`config.mk`:
```
export PLATFORM = sky130hd
export DESIGN_NAME = vt52_escape_interpreter
export DESIGN_NICKNAME = d
export VERILOG_FILES = /design/src/hdl/vt52_pkg.sv /design/src/hdl/vt52_ctrl.sv /design/src/hdl/vt52_dp.sv /design/src/hdl/vt52_escape_interpreter.sv
export SDC_FILE = /design/constraint.sdc
export NUM_CORES = 1
export LEC_CHECK = 0
export BUFFER_PORTS_ARGS = -buffer_cell sky130_fd_sc_hd__buf_2
export CAP_MARGIN = 20
export CORE_MARGIN = 10
export CORE_UTILIZATION = 30
export DETAILED_ROUTE_END_ITERATION = 8
export HOLD_SLACK_MARGIN = 0.12
export SLEW_MARGIN = 5
export SYNTH_ARGS = -nofsm -noshare
export SYNTH_HDL_FRONTEND = slang
export SYNTH_SLANG_ARGS = --single-unit
```
`constraint.sdc`:
```
create_clock -name clk -period 7 [get_ports clk]
set_input_delay 1.05 -clock clk [delete_from_list [all_inputs] [get_ports clk]]
set_output_delay 1.05 -clock clk [all_outputs]
set_load 0.02 [all_outputs]
```
`src/hdl/vt52_pkg.sv`:
```
`default_nettype none

package vt52_pkg;

    // Result command codes
    localparam logic [3:0] CMD_PLOT        = 4'd0;
    localparam logic [3:0] CMD_CLEAR_ACROSS = 4'd1;
    localparam logic [3:0] CMD_CLEAR_LINES = 4'd2;
    localparam logic [3:0] CMD_SCROLL_UP   = 4'd3;
    localparam logic [3:0] CMD_SCROLL_DOWN = 4'd4;
    localparam logic [3:0] CMD_BEEP        = 4'd5;
    localparam logic [3:0] CMD_CURSOR_OFF  = 4'd6;
    localparam logic [3:0] CMD_ATTRIBUTES  = 4'd7;
    localparam logic [3:0] CMD_REPORT      = 4'd8;

    // Configuration register indexes
    localparam logic CFG_LAST_COLUMN = 1'b0;
    localparam logic CFG_LAST_ROW    = 1'b1;

    // Reset values
    localparam logic [6:0] LAST_COLUMN_RESET = 7'd79;
    localparam logic [5:0] LAST_ROW_RESET    = 6'd23;
    localparam logic [7:0] INK_RESET         = 8'd7;

    // Datapath operations issued by the controller
    typedef enum logic [3:0] {
        OP_NONE,
        OP_LOAD,
        OP_DECODE,
        OP_PLOT,
        OP_SCROLL_UP,
        OP_CLEAR_BOTTOM,
        OP_SECOND,
        OP_REPORT
    } op_t;

    // Datapath status back to the controller
    typedef struct packed {
        logic free;      // output register can take a result this cycle
        logic plot;      // current operation plotted a character
        logic tab;       // decoded byte is a tab
        logic scroll;    // cursor settle runs off the bottom
        logic more;      // column after the plot is not on a tab stop
        logic second;    // decoded escape needs a second result
        logic col_open;  // current cursor column is not on a tab stop
    } status_t;

endpackage

`default_nettype wire

```
`src/hdl/vt52_ctrl.sv`:
```
`default_nettype none

module vt52_ctrl
(
    input  wire logic              clk,
    input  wire logic              rst_n,
    input  wire logic              in_valid,
    output logic                   in_stall,
    input  wire vt52_pkg::status_t status,
    output vt52_pkg::op_t          op
);

    typedef enum logic [2:0] {
        S_IDLE,
        S_DECODE,
        S_PLOT,
        S_SCROLL_UP,
        S_CLEAR_BOTTOM,
        S_SECOND,
        S_REPORT
    } state_t;

    state_t state_reg;
    logic   tab_reg;
    logic   stall_reg;

    assign in_stall = stall_reg;

    // Operation for this cycle; result-producing steps wait for a free slot
    always_comb
    begin
        op = vt52_pkg::OP_NONE;
        case (state_reg)
            S_IDLE:
            begin
                if (in_valid)
                    op = vt52_pkg::OP_LOAD;
            end
            S_DECODE:
            begin
                if (status.free)
                    op = vt52_pkg::OP_DECODE;
            end
            S_PLOT:
            begin
                if (status.free)
                    op = vt52_pkg::OP_PLOT;
            end
            S_SCROLL_UP:
            begin
                if (status.free)
                    op = vt52_pkg::OP_SCROLL_UP;
            end
            S_CLEAR_BOTTOM:
            begin
                if (status.free)
                    op = vt52_pkg::OP_CLEAR_BOTTOM;
            end
            S_SECOND:
            begin
                if (status.free)
                    op = vt52_pkg::OP_SECOND;
            end
            S_REPORT:
            begin
                if (status.free)
                    op = vt52_pkg::OP_REPORT;
            end
            default:
            begin
                op = vt52_pkg::OP_NONE;
            end
        endcase
    end

    // State and registered outputs
    always_ff @(posedge clk or negedge rst_n)
    begin
        if (!rst_n)
        begin
            state_reg <= S_IDLE;
            tab_reg   <= 1'b0;
            stall_reg <= 1'b0;
        end
        else
        begin
            case (state_reg)
                S_IDLE:
                begin
                    if (in_valid)
                    begin
                        state_reg <= S_DECODE;
                        stall_reg <= 1'b1;
                    end
                end
                S_DECODE:
                begin
                    if (status.free)
                    begin
                        tab_reg <= status.tab;
                        if (status.plot)
                        begin
                            if (status.scroll)
                                state_reg <= S_SCROLL_UP;
                            else if (status.tab && status.more)
                                state_reg <= S_PLOT;
                            else
                                state_reg <= S_REPORT;
                        end
                        else if (status.scroll)
                            state_reg <= S_CLEAR_BOTTOM;
                        else if (status.second)
                            state_reg <= S_SECOND;
                        else
                            state_reg <= S_REPORT;
                    end
                end
                S_PLOT:
                begin
                    if (status.free)
                    begin
                        if (status.scroll)
                            state_reg <= S_SCROLL_UP;
                        else if (status.more)
                            state_reg <= S_PLOT;
                        else
                            state_reg <= S_REPORT;
                    end
                end
                S_SCROLL_UP:
                begin
                    if (status.free)
                        state_reg <= S_CLEAR_BOTTOM;
                end
                S_CLEAR_BOTTOM:
                begin
                    if (status.free)
                    begin
                        if (tab_reg && status.col_open)
                            state_reg <= S_PLOT;
                        else
                            state_reg <= S_REPORT;
                    end
                end
                S_SECOND:
                begin
                    if (status.free)
                        state_reg <= S_REPORT;
                end
                S_REPORT:
                begin
                    if (status.free)
                    begin
                        state_reg <= S_IDLE;
                        stall_reg <= 1'b0;
                    end
                end
                default:
                begin
                    state_reg <= S_IDLE;
                    stall_reg <= 1'b0;
                end
            endcase
        end
    end

endmodule

`default_nettype wire

```
`src/hdl/vt52_dp.sv`:
```
`default_nettype none

module vt52_dp
(
    input  wire logic              clk,
    input  wire logic              rst_n,
    input  wire vt52_pkg::op_t     op,
    output vt52_pkg::status_t      status,
    input  wire logic [7:0]        data,
    input  wire logic              cfg_write,
    input  wire logic              cfg_index,
    input  wire logic [6:0]        cfg_data,
    output logic                   out_valid,
    input  wire logic              out_stall,
    output logic [3:0]             command,
    output logic [5:0]             row,
    output logic [6:0]             column,
    output logic [7:0]             count,
    output logic [7:0]             value,
    output logic [7:0]             ink,
    output logic [7:0]             paper,
    output logic                   hidden,
    output logic                   last
);

    typedef enum logic [2:0] {
        M_NORMAL = 3'd0,
        M_ESC    = 3'd1,
        M_ROW    = 3'd2,
        M_COL    = 3'd3,
        M_ATTR   = 3'd4,
        M_INK    = 3'd5,
        M_PAPER  = 3'd6
    } mode_t;

    typedef struct packed {
        logic [3:0] command;
        logic [5:0] row;
        logic [6:0] column;
        logic [7:0] count;
        logic [7:0] value;
        logic [7:0] ink;
        logic [7:0] paper;
        logic       hidden;
        logic       last;
    } item_t;

    typedef struct packed {
        logic       scroll;
        logic [6:0] col;
        logic [5:0] row;
    } settle_t;

    // Byte codes
    localparam logic [7:0] CH_BEL   = 8'h07;
    localparam logic [7:0] CH_BS    = 8'h08;
    localparam logic [7:0] CH_TAB   = 8'h09;
    localparam logic [7:0] CH_LF    = 8'h0a;
    localparam logic [7:0] CH_CR    = 8'h0d;
    localparam logic [7:0] CH_ESC   = 8'h1b;
    localparam logic [7:0] CH_SPACE = 8'h20;
    localparam logic [7:0] CH_UP    = 8'h41;  // A
    localparam logic [7:0] CH_DOWN  = 8'h42;  // B
    localparam logic [7:0] CH_RIGHT = 8'h43;  // C
    localparam logic [7:0] CH_LEFT  = 8'h44;  // D
    localparam logic [7:0] CH_ERASE = 8'h45;  // E
    localparam logic [7:0] CH_HOME  = 8'h48;  // H
    localparam logic [7:0] CH_RLF   = 8'h49;  // I
    localparam logic [7:0] CH_EOS   = 8'h4a;  // J
    localparam logic [7:0] CH_EOL   = 8'h4b;  // K
    localparam logic [7:0] CH_ADDR  = 8'h59;  // Y
    localparam logic [7:0] CH_ATTR  = 8'h61;  // a
    localparam logic [7:0] CH_INK   = 8'h62;  // b
    localparam logic [7:0] CH_PAPER = 8'h63;  // c
    localparam logic [7:0] CH_SHOW  = 8'h65;  // e
    localparam logic [7:0] CH_HIDE  = 8'h66;  // f

    // Cursor move with wrap back, wrap forward and scroll at the bottom
    function automatic settle_t settle(input logic signed [8:0] x_in,
                                       input logic signed [7:0] y_in,
                                       input logic [6:0] right,
                                       input logic [5:0] bottom);
        logic signed [8:0] x;
        logic signed [7:0] y;
        settle_t           r;
        x = x_in;
        y = y_in;
        r.scroll = 1'b0;
        if (x < 9'sd0)
        begin
            x = $signed({2'b00, right});
            y = y - 8'sd1;
        end
        if (y < 8'sd0)
            y = 8'sd0;
        if (x > $signed({2'b00, right}))
        begin
            x = 9'sd0;
            y = y + 8'sd1;
        end
        if (y > $signed({2'b00, bottom}))
        begin
            r.scroll = 1'b1;
            y = $signed({2'b00, bottom});
        end
        r.col = x[6:0];
        r.row = y[5:0];
        return r;
    endfunction

    logic [6:0] lcol_reg;
    logic [5:0] lrow_reg;
    mode_t      mode_reg, mode_next;
    logic [5:0] row_reg, row_next;
    logic [6:0] col_reg, col_next;
    logic [7:0] prow_reg, prow_next;
    logic       hid_reg, hid_next;
    logic [7:0] attr_reg, attr_next;
    logic [7:0] ink_reg, ink_next;
    logic [7:0] paper_reg, paper_next;
    logic [7:0] byte_reg;
    logic       out_valid_reg;
    item_t      item_reg, item_next;
    logic       emit;

    logic signed [8:0] across;
    logic [7:0]        across_cnt;
    logic [7:0]        lines_cnt;
    logic [7:0]        addr_col;
    settle_t           s_plot;
    settle_t           s_back;
    settle_t           s_feed;
    logic              free;

    assign free = !out_valid_reg || !out_stall;

    // Settle candidates for plot advance, backspace and line feed
    assign s_plot = settle($signed({2'b00, col_reg}) + 9'sd1, $signed({2'b00, row_reg}),
                           lcol_reg, lrow_reg);
    assign s_back = settle($signed({2'b00, col_reg}) - 9'sd1, $signed({2'b00, row_reg}),
                           lcol_reg, lrow_reg);
    assign s_feed = settle($signed({2'b00, col_reg}), $signed({2'b00, row_reg}) + 8'sd1,
                           lcol_reg, lrow_reg);

    // Clear counts
    assign across     = $signed({2'b00, lcol_reg}) - $signed({2'b00, col_reg}) + 9'sd1;
    assign across_cnt = (across < 9'sd0) ? 8'd0 : across[7:0];
    assign lines_cnt  = (row_reg < lrow_reg) ? {2'b00, lrow_reg - row_reg} : 8'd0;
    assign addr_col   = byte_reg - CH_SPACE;

    // Operation decode and next state
    always_comb
    begin
        mode_next  = mode_reg;
        row_next   = row_reg;
        col_next   = col_reg;
        prow_next  = prow_reg;
        hid_next   = hid_reg;
        attr_next  = attr_reg;
        ink_next   = ink_reg;
        paper_next = paper_reg;
        emit       = 1'b0;
        item_next  = '0;
        status     = '0;
        status.free     = free;
        status.more     = (s_plot.col[2:0] != 3'd0);
        status.col_open = (col_reg[2:0] != 3'd0);

        case (op)
            vt52_pkg::OP_DECODE:
            begin
                case (mode_reg)
                    M_ESC:
                    begin
                        mode_next = M_NORMAL;
                        case (byte_reg)
                            CH_UP:
                            begin
                                if (row_reg != 6'd0)
                                    row_next = row_reg - 6'd1;
                            end
                            CH_DOWN:
                            begin
                                if (row_reg < lrow_reg)
                                    row_next = row_reg + 6'd1;
                            end
                            CH_RIGHT:
                            begin
                                if (col_reg < lcol_reg)
                                    col_next = col_reg + 7'd1;
                            end
                            CH_LEFT:
                            begin
                                if (col_reg != 7'd0)
                                    col_next = col_reg - 7'd1;
                            end
                            CH_ERASE:
                            begin
                                emit              = 1'b1;
                                item_next.command = vt52_pkg::CMD_CLEAR_LINES;
                                item_next.count   = {2'b00, lrow_reg} + 8'd1;
                            end
                            CH_HOME:
                            begin
                                row_next = 6'd0;
                                col_next = 7'd0;
                            end
                            CH_RLF:
                            begin
                                if (row_reg != 6'd0)
                                    row_next = row_reg - 6'd1;
                                else
                                begin
                                    emit              = 1'b1;
                                    item_next.command = vt52_pkg::CMD_SCROLL_DOWN;
                                    status.second     = 1'b1;
                                end
                            end
                            CH_EOS, CH_EOL:
                            begin
                                emit              = 1'b1;
                                item_next.command = vt52_pkg::CMD_CLEAR_ACROSS;
                                item_next.row     = row_reg;
                                item_next.column  = col_reg;
                                item_next.count   = across_cnt;
                                status.second     = (byte_reg == CH_EOS);
                            end
                            CH_SHOW:
                            begin
                                hid_next = 1'b0;
                            end
                            CH_HIDE:
                            begin
                                hid_next          = 1'b1;
                                emit              = 1'b1;
                                item_next.command = vt52_pkg::CMD_CURSOR_OFF;
                            end
                            CH_ADDR:  mode_next = M_ROW;
                            CH_ATTR:  mode_next = M_ATTR;
                            CH_INK:   mode_next = M_INK;
                            CH_PAPER: mode_next = M_PAPER;
                            default:
                            begin
                                mode_next = M_NORMAL;
                            end
                        endcase
                    end
                    M_ROW:
                    begin
                        prow_next = byte_reg - CH_SPACE;
                        mode_next = M_COL;
                    end
                    M_COL:
                    begin
                        if (prow_reg <= {2'b00, lrow_reg})
                            row_next = prow_reg[5:0];
                        if ((byte_reg >= CH_SPACE) && (addr_col <= {1'b0, lcol_reg}))
                            col_next = addr_col[6:0];
                        mode_next = M_NORMAL;
                    end
                    M_ATTR, M_INK, M_PAPER:
                    begin
                        mode_next         = M_NORMAL;
                        emit              = 1'b1;
                        item_next.command = vt52_pkg::CMD_ATTRIBUTES;
                        item_next.value   = attr_reg;
                        item_next.ink     = ink_reg;
                        item_next.paper   = paper_reg;
                        if (mode_reg == M_ATTR)
                        begin
                            attr_next       = byte_reg;
                            item_next.value = byte_reg;
                        end
                        else if (mode_reg == M_INK)
                        begin
                            ink_next      = byte_reg;
                            item_next.ink = byte_reg;
                        end
                        else
                        begin
                            paper_next      = byte_reg;
                            item_next.paper = byte_reg;
                        end
                    end
                    default:
                    begin
                        // Normal mode, and the unreachable mode seven
                        mode_next = M_NORMAL;
                        case (byte_reg)
                            CH_BEL:
                            begin
                                emit              = 1'b1;
                                item_next.command = vt52_pkg::CMD_BEEP;
                            end
                            CH_BS:
                            begin
                                row_next          = s_back.row;
                                col_next          = s_back.col;
                                status.scroll     = s_back.scroll;
                                emit              = s_back.scroll;
                                item_next.command = vt52_pkg::CMD_SCROLL_UP;
                            end
                            CH_LF:
                            begin
                                row_next          = s_feed.row;
                                col_next          = s_feed.col;
                                status.scroll     = s_feed.scroll;
                                emit              = s_feed.scroll;
                                item_next.command = vt52_pkg::CMD_SCROLL_UP;
                            end
                            CH_CR:
                            begin
                                col_next = 7'd0;
                            end
                            CH_ESC:
                            begin
                                mode_next = M_ESC;
                            end
                            default:
                            begin
                                // Plot, a tab starts with a space
                                emit              = 1'b1;
                                item_next.command = vt52_pkg::CMD_PLOT;
                                item_next.row     = row_reg;
                                item_next.column  = col_reg;
                                item_next.value   = (byte_reg == CH_TAB) ? CH_SPACE : byte_reg;
                                row_next          = s_plot.row;
                                col_next          = s_plot.col;
                                status.plot       = 1'b1;
                                status.tab        = (byte_reg == CH_TAB);
                                status.scroll     = s_plot.scroll;
                            end
                        endcase
                    end
                endcase
            end
            vt52_pkg::OP_PLOT:
            begin
                // Tab padding space
                emit              = 1'b1;
                item_next.command = vt52_pkg::CMD_PLOT;
                item_next.row     = row_reg;
                item_next.column  = col_reg;
                item_next.value   = CH_SPACE;
                row_next          = s_plot.row;
                col_next          = s_plot.col;
                status.plot       = 1'b1;
                status.tab        = 1'b1;
                status.scroll     = s_plot.scroll;
            end
            vt52_pkg::OP_SCROLL_UP:
            begin
                emit              = 1'b1;
                item_next.command = vt52_pkg::CMD_SCROLL_UP;
            end
            vt52_pkg::OP_CLEAR_BOTTOM:
            begin
                emit              = 1'b1;
                item_next.command = vt52_pkg::CMD_CLEAR_LINES;
                item_next.row     = lrow_reg;
                item_next.count   = 8'd1;
            end
            vt52_pkg::OP_SECOND:
            begin
                // Clear after reverse line feed, or below the cursor
                emit              = 1'b1;
                item_next.command = vt52_pkg::CMD_CLEAR_LINES;
                if (byte_reg == CH_RLF)
                    item_next.count = 8'd1;
                else
                begin
                    item_next.row   = row_reg + 6'd1;
                    item_next.count = lines_cnt;
                end
            end
            vt52_pkg::OP_REPORT:
            begin
                emit              = 1'b1;
                item_next.command = vt52_pkg::CMD_REPORT;
                item_next.row     = row_reg;
                item_next.column  = col_reg;
                item_next.hidden  = hid_reg;
                item_next.last    = 1'b1;
            end
            default:
            begin
                emit = 1'b0;
            end
        endcase
    end

    // Terminal state and limits
    always_ff @(posedge clk or negedge rst_n)
    begin
        if (!rst_n)
        begin
            lcol_reg  <= vt52_pkg::LAST_COLUMN_RESET;
            lrow_reg  <= vt52_pkg::LAST_ROW_RESET;
            mode_reg  <= M_NORMAL;
            row_reg   <= 6'd0;
            col_reg   <= 7'd0;
            prow_reg  <= 8'd0;
            hid_reg   <= 1'b0;
            attr_reg  <= 8'd0;
            ink_reg   <= vt52_pkg::INK_RESET;
            paper_reg <= 8'd0;
        end
        else
        begin
            if (cfg_write)
            begin
                if (cfg_index == vt52_pkg::CFG_LAST_COLUMN)
                    lcol_reg <= cfg_data;
                else
                    lrow_reg <= cfg_data[5:0];
            end
            mode_reg  <= mode_next;
            row_reg   <= row_next;
            col_reg   <= col_next;
            prow_reg  <= prow_next;
            hid_reg   <= hid_next;
            attr_reg  <= attr_next;
            ink_reg   <= ink_next;
            paper_reg <= paper_next;
        end
    end

    // Output register valid
    always_ff @(posedge clk or negedge rst_n)
    begin
        if (!rst_n)
            out_valid_reg <= 1'b0;
        else if (emit)
            out_valid_reg <= 1'b1;
        else if (!out_stall)
            out_valid_reg <= 1'b0;
    end

    // Input byte and output payload
    always_ff @(posedge clk)
    begin
        if (op == vt52_pkg::OP_LOAD)
            byte_reg <= data;
        if (emit)
            item_reg <= item_next;
    end

    assign out_valid = out_valid_reg;
    assign command   = item_reg.command;
    assign row       = item_reg.row;
    assign column    = item_reg.column;
    assign count     = item_reg.count;
    assign value     = item_reg.value;
    assign ink       = item_reg.ink;
    assign paper     = item_reg.paper;
    assign hidden    = item_reg.hidden;
    assign last      = item_reg.last;

endmodule

`default_nettype wire

```
`src/hdl/vt52_escape_interpreter.sv`:
```
`default_nettype none

// Channel   Handshake               Payload
// input     in_valid / in_stall     data
// output    out_valid / out_stall   command row column count value ink paper hidden last
// config    cfg_write               cfg_index cfg_data
//
// One byte at a time: the controller takes the byte, decodes it (its first result,
// if any), then steps out each further result, the cursor report last; the controller
// steps the output register one result per cycle while out_stall is low.
// Reset (rst_n, asynchronous) restores the limits 79/23, home cursor, ink 7.
// out_stall holds the current result; in_stall is high until the report is loaded.

module vt52_escape_interpreter
(
    input  wire logic       clk,
    input  wire logic       rst_n,
    input  wire logic       in_valid,
    output logic            in_stall,
    input  wire logic [7:0] data,
    output logic            out_valid,
    input  wire logic       out_stall,
    output logic [3:0]      command,
    output logic [5:0]      row,
    output logic [6:0]      column,
    output logic [7:0]      count,
    output logic [7:0]      value,
    output logic [7:0]      ink,
    output logic [7:0]      paper,
    output logic            hidden,
    output logic            last,
    input  wire logic       cfg_write,
    input  wire logic       cfg_index,
    input  wire logic [6:0] cfg_data
);

    vt52_pkg::op_t     op;
    vt52_pkg::status_t status;

    // Sequencer
    vt52_ctrl u_ctrl
    (
        .clk      (clk),
        .rst_n    (rst_n),
        .in_valid (in_valid),
        .in_stall (in_stall),
        .status   (status),
        .op       (op)
    );

    // Terminal state and result datapath
    vt52_dp u_dp
    (
        .clk       (clk),
        .rst_n     (rst_n),
        .op        (op),
        .status    (status),
        .data      (data),
        .cfg_write (cfg_write),
        .cfg_index (cfg_index),
        .cfg_data  (cfg_data),
        .out_valid (out_valid),
        .out_stall (out_stall),
        .command   (command),
        .row       (row),
        .column    (column),
        .count     (count),
        .value     (value),
        .ink       (ink),
        .paper     (paper),
        .hidden    (hidden),
        .last      (last)
    );

endmodule

`default_nettype wire

```
## Word level (Yosys, flattened, before mapping)

Cells that the tools add are included.

| storage, ports and cells | value |
|---|---|
| register bits | 127 |
| memory bits (read-only) | 0 |
| bits in writable memories | 0 |
| bits of input ports | 21 |
| memories | 0 |
| word-level logic and storage cells | 267 |
| bits in latches | 0 |

| operators by class | value |
|---|---|
| divide/modulo/power cells | 0 |
| bitwise logic cells | 3 |
| shift operators | 0 |
| reduce and logical (&&, ||, !) cells | 43 |
| eq/ne operators | 60 |
| magnitude comparators | 17 |
| add/subtract/negate cells | 16 |
| multiply operators | 0 |
| mux-type cells | 104 |

Operator list:

| operator | count |
|---|---|
| 8-bit two-way mux | 17 |
| 8-bit by 7-bit equality test with 1-bit output (second input constant) | 15 |
| 3-bit two-way mux | 20 |
| 6-bit one-hot mux with 3 select lines | 3 |
| 6-bit two-way mux | 8 |
| 8-bit one-hot mux with 2 select lines | 3 |
| 7-bit two-way mux | 6 |
| 7-bit one-hot mux with 3 select lines | 2 |
| 8-bit by 4-bit equality test with 1-bit output (second input constant) | 4 |
| 8-bit by 7-bit greater-than comparator with 1-bit output | 4 |
| 4-bit one-hot mux with 7 select lines | 1 |
| 7-bit one-hot mux with 2 select lines | 2 |
| 7-bit one-hot mux with 4 select lines | 1 |
| 9-bit by 1-bit less-than comparator with 1-bit output (second input constant) | 3 |
| 13-bit two-way mux | 2 |
| 13-bit one-hot mux with 2 select lines | 1 |
| 8-bit by 2-bit adder with 8-bit output (second input constant) | 3 |
| 8-bit by 1-bit less-than comparator with 1-bit output (second input constant) | 3 |
| 3-bit one-hot mux with 4 select lines | 2 |
| 6-bit one-hot mux with 4 select lines | 1 |
| 8-bit one-hot mux with 3 select lines | 1 |
| 3-bit one-hot mux with 7 select lines | 1 |
| 5-bit OR reduction | 4 |
| 3-bit equality test (second input constant) | 6 |
| 61 further kinds | 130 |

## Longest topological paths before layout

| depth | value |
|---|---|
| word-level depth | 18 |
| depth in mapped cells | 22 |

## Cells and area by module

A second synthesis with hierarchy kept.

| second synthesis, totals | value |
|---|---|
| cell total of the unflattened synthesis | 1,141 |
| area, all modules | 10,352.4 µm² |

By module, submodules not included:

| module | cells an instance | times used | area each (µm²) |
|---|---|---|---|
| vt52_dp | 1,087 | 1 | 9,912.0 |
| vt52_ctrl | 54 | 1 | 440.4 |

## Worst setup path after synthesis

OpenSTA, ideal clock, no wires.

| path | value |
|---|---|
| path kind | reg-to-reg |
| from | reg u_dp.col_reg[0] |
| to | reg u_dp.item_reg, in the netlist u_dp.column[0] (enable) |
| data arrival time | 5.592 ns |
| stages on the path, launching flop included | 22 |
| slack | 0.532 ns |
| clock period less this slack | 6.468 ns |
| path buffers | 1 |
| library setup time | 0.875 ns |
| cell sequence | dfrtp_1 clkbuf_1 inv_1 ha_1 o21ai_0 o31ai_1 a31oi_1 a41oi_1 ha_1 nand4_1 a21o_1 a221o_1 nor4b_1 xnor2_1 ha_1 o21a_1 o22ai_1 a21oi_1 a41oi_1 o22ai_1 o21ai_0 o21ai_0 |

| between the ends | value |
|---|---|
| longest elaborated chain between the ends | 12 |
| elaborated cells on any way between the ends | 18 |
| classes of those cells | add/sub (2); order compare (6); mux (10) |

Ends and longest elaborated chain:

| what | line | RTL |
|---|---|---|
| start: declaration | vt52_dp.sv:115 | `logic [6:0] col_reg, col_next;` |
| start signal: assignment | vt52_dp.sv:419 | `col_reg <= col_next;` |
| 7-bit by 1-bit subtractor with 8-bit output | vt52_dp.sv:140 | `assign s_back = settle($signed({2'b00, col_reg}) - 9'sd1, $signed({2'b00, row_reg}),` |
| 9-bit by 1-bit less-than comparator with 1-bit output | vt52_dp.sv:89 | `if (x < 9'sd0)` |
| 8-bit two-way mux | vt52_dp.sv:89 |  |
| 8-bit by 1-bit less-than comparator with 1-bit output | vt52_dp.sv:94 | `if (y < 8'sd0)` |
| 8-bit two-way mux | vt52_dp.sv:94 |  |
| 8-bit by 2-bit adder with 8-bit output | vt52_dp.sv:99 | `y = y + 8'sd1;` |
| 8-bit two-way mux | vt52_dp.sv:96 | `if (x > $signed({2'b00, right}))` |
| 8-bit by 7-bit greater-than comparator with 1-bit output | vt52_dp.sv:101 | `if (y > $signed({2'b00, bottom}))` |
| 1-bit two-way mux | vt52_dp.sv:101 |  |
| 1-bit one-hot mux with 3 select lines (*) | vt52_dp.sv:289 | `case (byte_reg)` |
| 1-bit one-hot mux with 3 select lines (*) | vt52_dp.sv:172 | `case (mode_reg)` |
| 1-bit one-hot mux with 2 select lines (*) | vt52_dp.sv:169 | `case (op)` |
| named net u_dp.emit | vt52_dp.sv:124 | `logic emit;` |
| end signal: assignment | vt52_dp.sv:445 | `item_reg <= item_next;` |
| end: declaration | vt52_dp.sv:123 | `item_t item_reg, item_next;` |

The timed path passes the listed nets; every way through them passes the cells marked *.
A chain may end at the register's enable or synchronous reset.

## Worst setup path after layout

| path | value |
|---|---|
| from | reg u_dp.col_reg[0] |
| to | reg u_dp.row_reg[2] |

| between the ends | value |
|---|---|
| longest elaborated chain between the ends | 12 |
| elaborated cells on any way between the ends | 29 |
| classes of those cells | add/sub (4); order compare (10); mux (15) |

Ends and longest elaborated chain:

| what | line | RTL |
|---|---|---|
| 7-bit by 1-bit adder with 8-bit output or 7-bit by 1-bit subtractor with 8-bit output (tied branches) | vt52_dp.sv:138, vt52_dp.sv:140 |  |
| 9-bit by 1-bit less-than comparator with 1-bit output | vt52_dp.sv:89 |  |
| 8-bit two-way mux | vt52_dp.sv:89 |  |
| 8-bit by 1-bit less-than comparator with 1-bit output | vt52_dp.sv:94 |  |
| 8-bit two-way mux | vt52_dp.sv:94 |  |
| 8-bit by 2-bit adder with 8-bit output | vt52_dp.sv:99 |  |
| 8-bit two-way mux | vt52_dp.sv:96 |  |
| 8-bit by 7-bit greater-than comparator with 1-bit output | vt52_dp.sv:101 |  |
| 6-bit two-way mux | vt52_dp.sv:101 |  |
| 6-bit one-hot mux with 3 select lines | vt52_dp.sv:289 |  |
| 6-bit one-hot mux with 3 select lines | vt52_dp.sv:172 |  |
| 6-bit one-hot mux with 2 select lines (*) | vt52_dp.sv:169 |  |
| end signal: assignment | vt52_dp.sv:418 | `row_reg <= row_next;` |
| end: declaration | vt52_dp.sv:114 | `logic [5:0] row_reg, row_next;` |

Mark *: on every way between the ends. The rest lies on a longest branch, timed or not.

==> impl_metrics.prom <==
# TYPE chip_impl_metric gauge
chip_impl_metric{name="ant_nets",unit=""} 0
chip_impl_metric{name="path_clk_slew",unit="ps"} 70
chip_impl_metric{name="synth-seq-area-share",unit="%"} 34.3
chip_impl_metric{name="ir_drop",unit="V"} 0.000209
chip_impl_metric{name="numCtsBuffers",unit=""} 17
chip_impl_metric{name="placed_cells_incl_taps",unit=""} 1638
chip_impl_metric{name="multi_input_comb_area",unit="um^2"} 6200
chip_impl_metric{name="clock_sink_count",unit=""} 126
chip_impl_info{name="critPathKind",value="register to register"} 1
chip_impl_metric{name="syn_inst",unit=""} 1171
chip_impl_metric{name="grt_antenna_before_repair",unit=""} 4
chip_impl_metric{name="dr.first_iter.drc_count",unit=""} 863
chip_impl_metric{name="synth_area_per_cell",unit="um^2"} 8.60
chip_impl_info{name="synth_top_cell_by_area",value="sky130_fd_sc_hd__edfxtp_1"} 1
chip_impl_metric{name="cts_hold_buf",unit=""} 0
chip_impl_metric{name="nFillCells",unit=""} 3539
chip_impl_metric{name="worstSkewPairLatency",unit="ps"} 440
chip_impl_metric{name="vias_post_dr",unit=""} 9553
chip_impl_metric{name="synthesis.nets",unit=""} 1271
chip_impl_metric{name="placement.cell_area",unit="um^2"} 10900
chip_impl_metric{name="sum_neg_setup_slack",unit="ps"} 0
chip_impl_metric{name="timing.clock.skew",unit="ps"} 14.2
chip_impl_metric{name="cts_max_level",unit=""} 4
chip_impl_info{name="tritoncts",value="built"} 1
chip_impl_info{name="holdCritPathClass",value="register to register"} 1
chip_impl_info{name="setup.worst_path.end_class",value="register"} 1
chip_impl_info{name="rsz0062_at_grt",value="false"} 1
chip_impl_metric{name="transition_time_at_the_pin_with_the_least_slew_margin",unit="ps"} 1030
chip_impl_metric{name="timing.fmax",unit="MHz"} 168
chip_impl_metric{name="initial_utilization",unit="%"} 30.2
chip_impl_metric{name="slew-limit-headroom",unit="%"} 31.3
chip_impl_metric{name="power_per_cell_area",unit="nW/um^2"} 444
chip_impl_metric{name="critPathArrivalTime",unit="ps"} 6280
chip_impl_metric{name="ctsLongestPathBuffers",unit=""} 2
chip_impl_metric{name="syn-cell-area",unit="um^2"} 10100
chip_impl_metric{name="yosys.area.top_type_share",unit="%"} 17.3
chip_impl_metric{name="synth-edff-count",unit=""} 58
chip_impl_metric{name="grt_max_degree",unit=""} 57
chip_impl_metric{name="area_of_the_core",unit="um^2"} 33400
chip_impl_metric{name="drt_pass1_iterations",unit=""} 7
chip_impl_metric{name="wl_per_cell",unit="um"} 22.4
chip_impl_info{name="r2r-start",value="u_dp.col_reg[0]"} 1
chip_impl_info{name="hold_start",value="u_dp.paper_reg[7]"} 1
chip_impl_info{name="synthMostInstantiatedCell",value="sky130_fd_sc_hd__nand2_1"} 1
chip_impl_metric{name="grt-ovfl-total",unit=""} 0
chip_impl_metric{name="layout-drive-gt1-share",unit="%"} 14.9
chip_impl_metric{name="final_net_count",unit=""} 1310
chip_impl_metric{name="stdcell_area",unit="um^2"} 11500
chip_impl_metric{name="rows",unit=""} 67
chip_impl_info{name="synthFlopType",value="sky130_fd_sc_hd__edfxtp_1"} 1
chip_impl_metric{name="finalMaxSlewViolations",unit=""} 0
chip_impl_metric{name="grt_pass1_wl",unit="um"} 57100
chip_impl_metric{name="chipWidth",unit="um"} 203
chip_impl_metric{name="cp_data_required_time",unit="ps"} 7330
chip_impl_metric{name="timing.final.crit_period",unit="ps"} 5940
chip_impl_metric{name="detail_route.wirelength",unit="um"} 37400
chip_impl_info{name="synth_commonest_cells",value="145 x sky130_fd_sc_hd__nand2_1, 99 x sky130_fd_sc_hd__nor2_1, 90 x sky130_fd_sc_hd__o21ai_0"} 1
chip_impl_metric{name="post_cts_setup_buffers",unit=""} 0
chip_impl_info{name="worst_setup_path_startpoint",value="u_dp.col_reg[0]"} 1
chip_impl_metric{name="ys_async_sr_fraction",unit="%"} 54.0
chip_impl_info{name="setup.worst_path.start_class",value="register"} 1
chip_impl_metric{name="regArea",unit="um^2"} 3460
chip_impl_metric{name="floorplan.die_area",unit="um^2"} 41300
chip_impl_metric{name="path_max_fanout",unit=""} 22
chip_impl_metric{name="post_cts_resized",unit=""} 0
chip_impl_metric{name="synth-warning-count",unit=""} 0
chip_impl_metric{name="synth_cell_types",unit=""} 81
chip_impl_metric{name="route.detailed.vias_per_inst",unit=""} 5.71
chip_impl_metric{name="leakage",unit="nW"} 4.69
chip_impl_metric{name="report.final.setup_viol",unit=""} 0
chip_impl_metric{name="io-pin-count",unit=""} 74
chip_impl_metric{name="drv_cap",unit=""} 0
chip_impl_metric{name="layout.core_utilization",unit="%"} 34.3
chip_impl_info{name="ctsRootBufferMaster",value="sky130_fd_sc_hd__clkbuf_16"} 1
chip_impl_metric{name="post-route-period-util",unit="%"} 84.9
chip_impl_metric{name="power",unit="mW"} 5.09
chip_impl_metric{name="drt_drc_violations_left",unit=""} 0
chip_impl_metric{name="first_global_vias",unit=""} 9283
chip_impl_metric{name="globalplace.congestion",unit=""} 0.954
chip_impl_metric{name="flow.area_growth_from_synthesis",unit="%"} 13.8
chip_impl_metric{name="grt_usage",unit="%"} 17.7
chip_impl_metric{name="final-hold-violation-count",unit=""} 0
chip_impl_metric{name="numPortBuffers",unit=""} 73
chip_impl_info{name="outcome",value="complete, no violations"} 1
chip_impl_metric{name="dpl.hpwl",unit="um"} 27900
chip_impl_metric{name="final-instance-count-excl-fill",unit=""} 1672
chip_impl_metric{name="fp.dieH",unit="um"} 203
chip_impl_metric{name="synth_seq_cells",unit=""} 126
chip_impl_info{name="synthTopCellsByArea",value="sky130_fd_sc_hd__edfxtp_1 17%, sky130_fd_sc_hd__dfrtp_1 14%, sky130_fd_sc_hd__ha_1 9.4%"} 1
-- logic make-up (layout without fill, tap and decap cells) --
group,count (synthesis),after routing,share of synthesized area [%]
AO/OA/AOI/OAI,332,332,21.7
XOR/XNOR,47,47,4.09
other,0,1,0
AND/OR/NAND/NOR,431,431,21.0
adder cells (fa/ha/maj),79,79,10.0
multiplexers,41,41,4.45
buffers and inverters,115,167,4.42
flip-flops,126,126,34.3
-- final cells by class --
type / count / share of cell area, %
antenna: 1 / 0.0218
clock buffer: 18 / 3.74
clock inverter: 14 / 1.16
inverter: 44 / 1.44
multi-input combinational: 930 / 54.1
sequential: 126 / 30.2
tap: 448 / 4.89
timing repair buffer: 91 / 4.48
-- cell usage in the layout (no fill, tap or decap), types with 9 or more instances in the layout --
cell,count
sky130_fd_sc_hd__nor2b_1,18
sky130_fd_sc_hd__a22oi_1,11
sky130_fd_sc_hd__mux2i_1,11
sky130_fd_sc_hd__nand3_1,38
sky130_fd_sc_hd__and2_1,16
sky130_fd_sc_hd__nand2b_1,14
sky130_fd_sc_hd__buf_4,17
sky130_fd_sc_hd__a211oi_1,10
sky130_fd_sc_hd__a21oi_1,73
sky130_fd_sc_hd__buf_2,73
sky130_fd_sc_hd__dfstp_2,12
sky130_fd_sc_hd__o21ai_0,89
sky130_fd_sc_hd__ha_1,76
sky130_fd_sc_hd__o22ai_1,9
sky130_fd_sc_hd__mux2_2,30
sky130_fd_sc_hd__dfrtp_1,56
sky130_fd_sc_hd__or3_1,14
sky130_fd_sc_hd__xnor2_1,36
sky130_fd_sc_hd__edfxtp_1,58
sky130_fd_sc_hd__nor3_1,26
sky130_fd_sc_hd__a31oi_1,16
sky130_fd_sc_hd__o31ai_1,11
sky130_fd_sc_hd__inv_1,42
sky130_fd_sc_hd__nand2_1,145
sky130_fd_sc_hd__clkbuf_16,17
sky130_fd_sc_hd__xor2_1,11
sky130_fd_sc_hd__nor2_1,98
sky130_fd_sc_hd__a21o_1,15
-- power by group --
group	switching [mW]	internal [mW]	total [mW]
Combinational	1.89	1.05	2.94
Sequential	0.237	1.04	1.28
Clock	0.383	0.494	0.876
Total	2.51	2.58	5.09
-- layer usage --
| layer | global-route usage [%] | vias up | part of all wire [%] |
|---|---|---|---|
| met5 | 0 | - | 0.070 |
| met4 | 6.50 | 6 | 2.8 |
| met3 | 3.38 | 66 | 7.0 |
| met2 | 28.6 | 387 | 46 |
| met1 | 23.2 | 4693 | 44 |
| li1 | - | 4401 | - |
-- stage by stage --
stage          hold WS, ps  setup WS [ps]
2_1_floorplan          444            532
3_3_place_gp           459           1180
3_5_place_dp           470           1200
4_1_cts                484           1150
5_1_grt                518            691
6_report               484           1060
-- critical path, stage by stage, from the launching register on --
cell and delay (ps):
sky130_fd_sc_hd__dfrtp_1 840, sky130_fd_sc_hd__ha_1 380, sky130_fd_sc_hd__nand3_1 160, sky130_fd_sc_hd__nor3_1 250, sky130_fd_sc_hd__xnor2_1 300, sky130_fd_sc_hd__ha_1 340
sky130_fd_sc_hd__nand3_1 110, sky130_fd_sc_hd__nor2_1 90, sky130_fd_sc_hd__a211oi_1 720, sky130_fd_sc_hd__nor2_2 70, sky130_fd_sc_hd__buf_4 260, sky130_fd_sc_hd__nor2_1 190
sky130_fd_sc_hd__xnor2_1 140, sky130_fd_sc_hd__ha_1 260, sky130_fd_sc_hd__and4_1 210, sky130_fd_sc_hd__a32oi_1 230, sky130_fd_sc_hd__o41ai_1 130, sky130_fd_sc_hd__buf_4 170
sky130_fd_sc_hd__o21ai_1 330, sky130_fd_sc_hd__a22o_1 250, sky130_fd_sc_hd__o32ai_1 90, sky130_fd_sc_hd__a221oi_1 290
-- path summary, 6_finish.rpt --
| check | to | slack [ps] | depth (start not counted) |
|---|---|---|---|
| max reg2reg | u_dp.row_reg[2] | 1060 | 21 |
| max in group asynchronous | u_dp.lrow_reg[5] | 5370 | 2 |
| min | u_dp.paper_reg[7] | 480 | 2 |
| min reg2reg | u_dp.paper_reg[7] | 480 | 2 |
| min in group asynchronous | u_dp.hid_reg | 510 | 1 |
| max | u_dp.row_reg[2] | 1060 | 21 |
(Power assumes the default switching activity.)
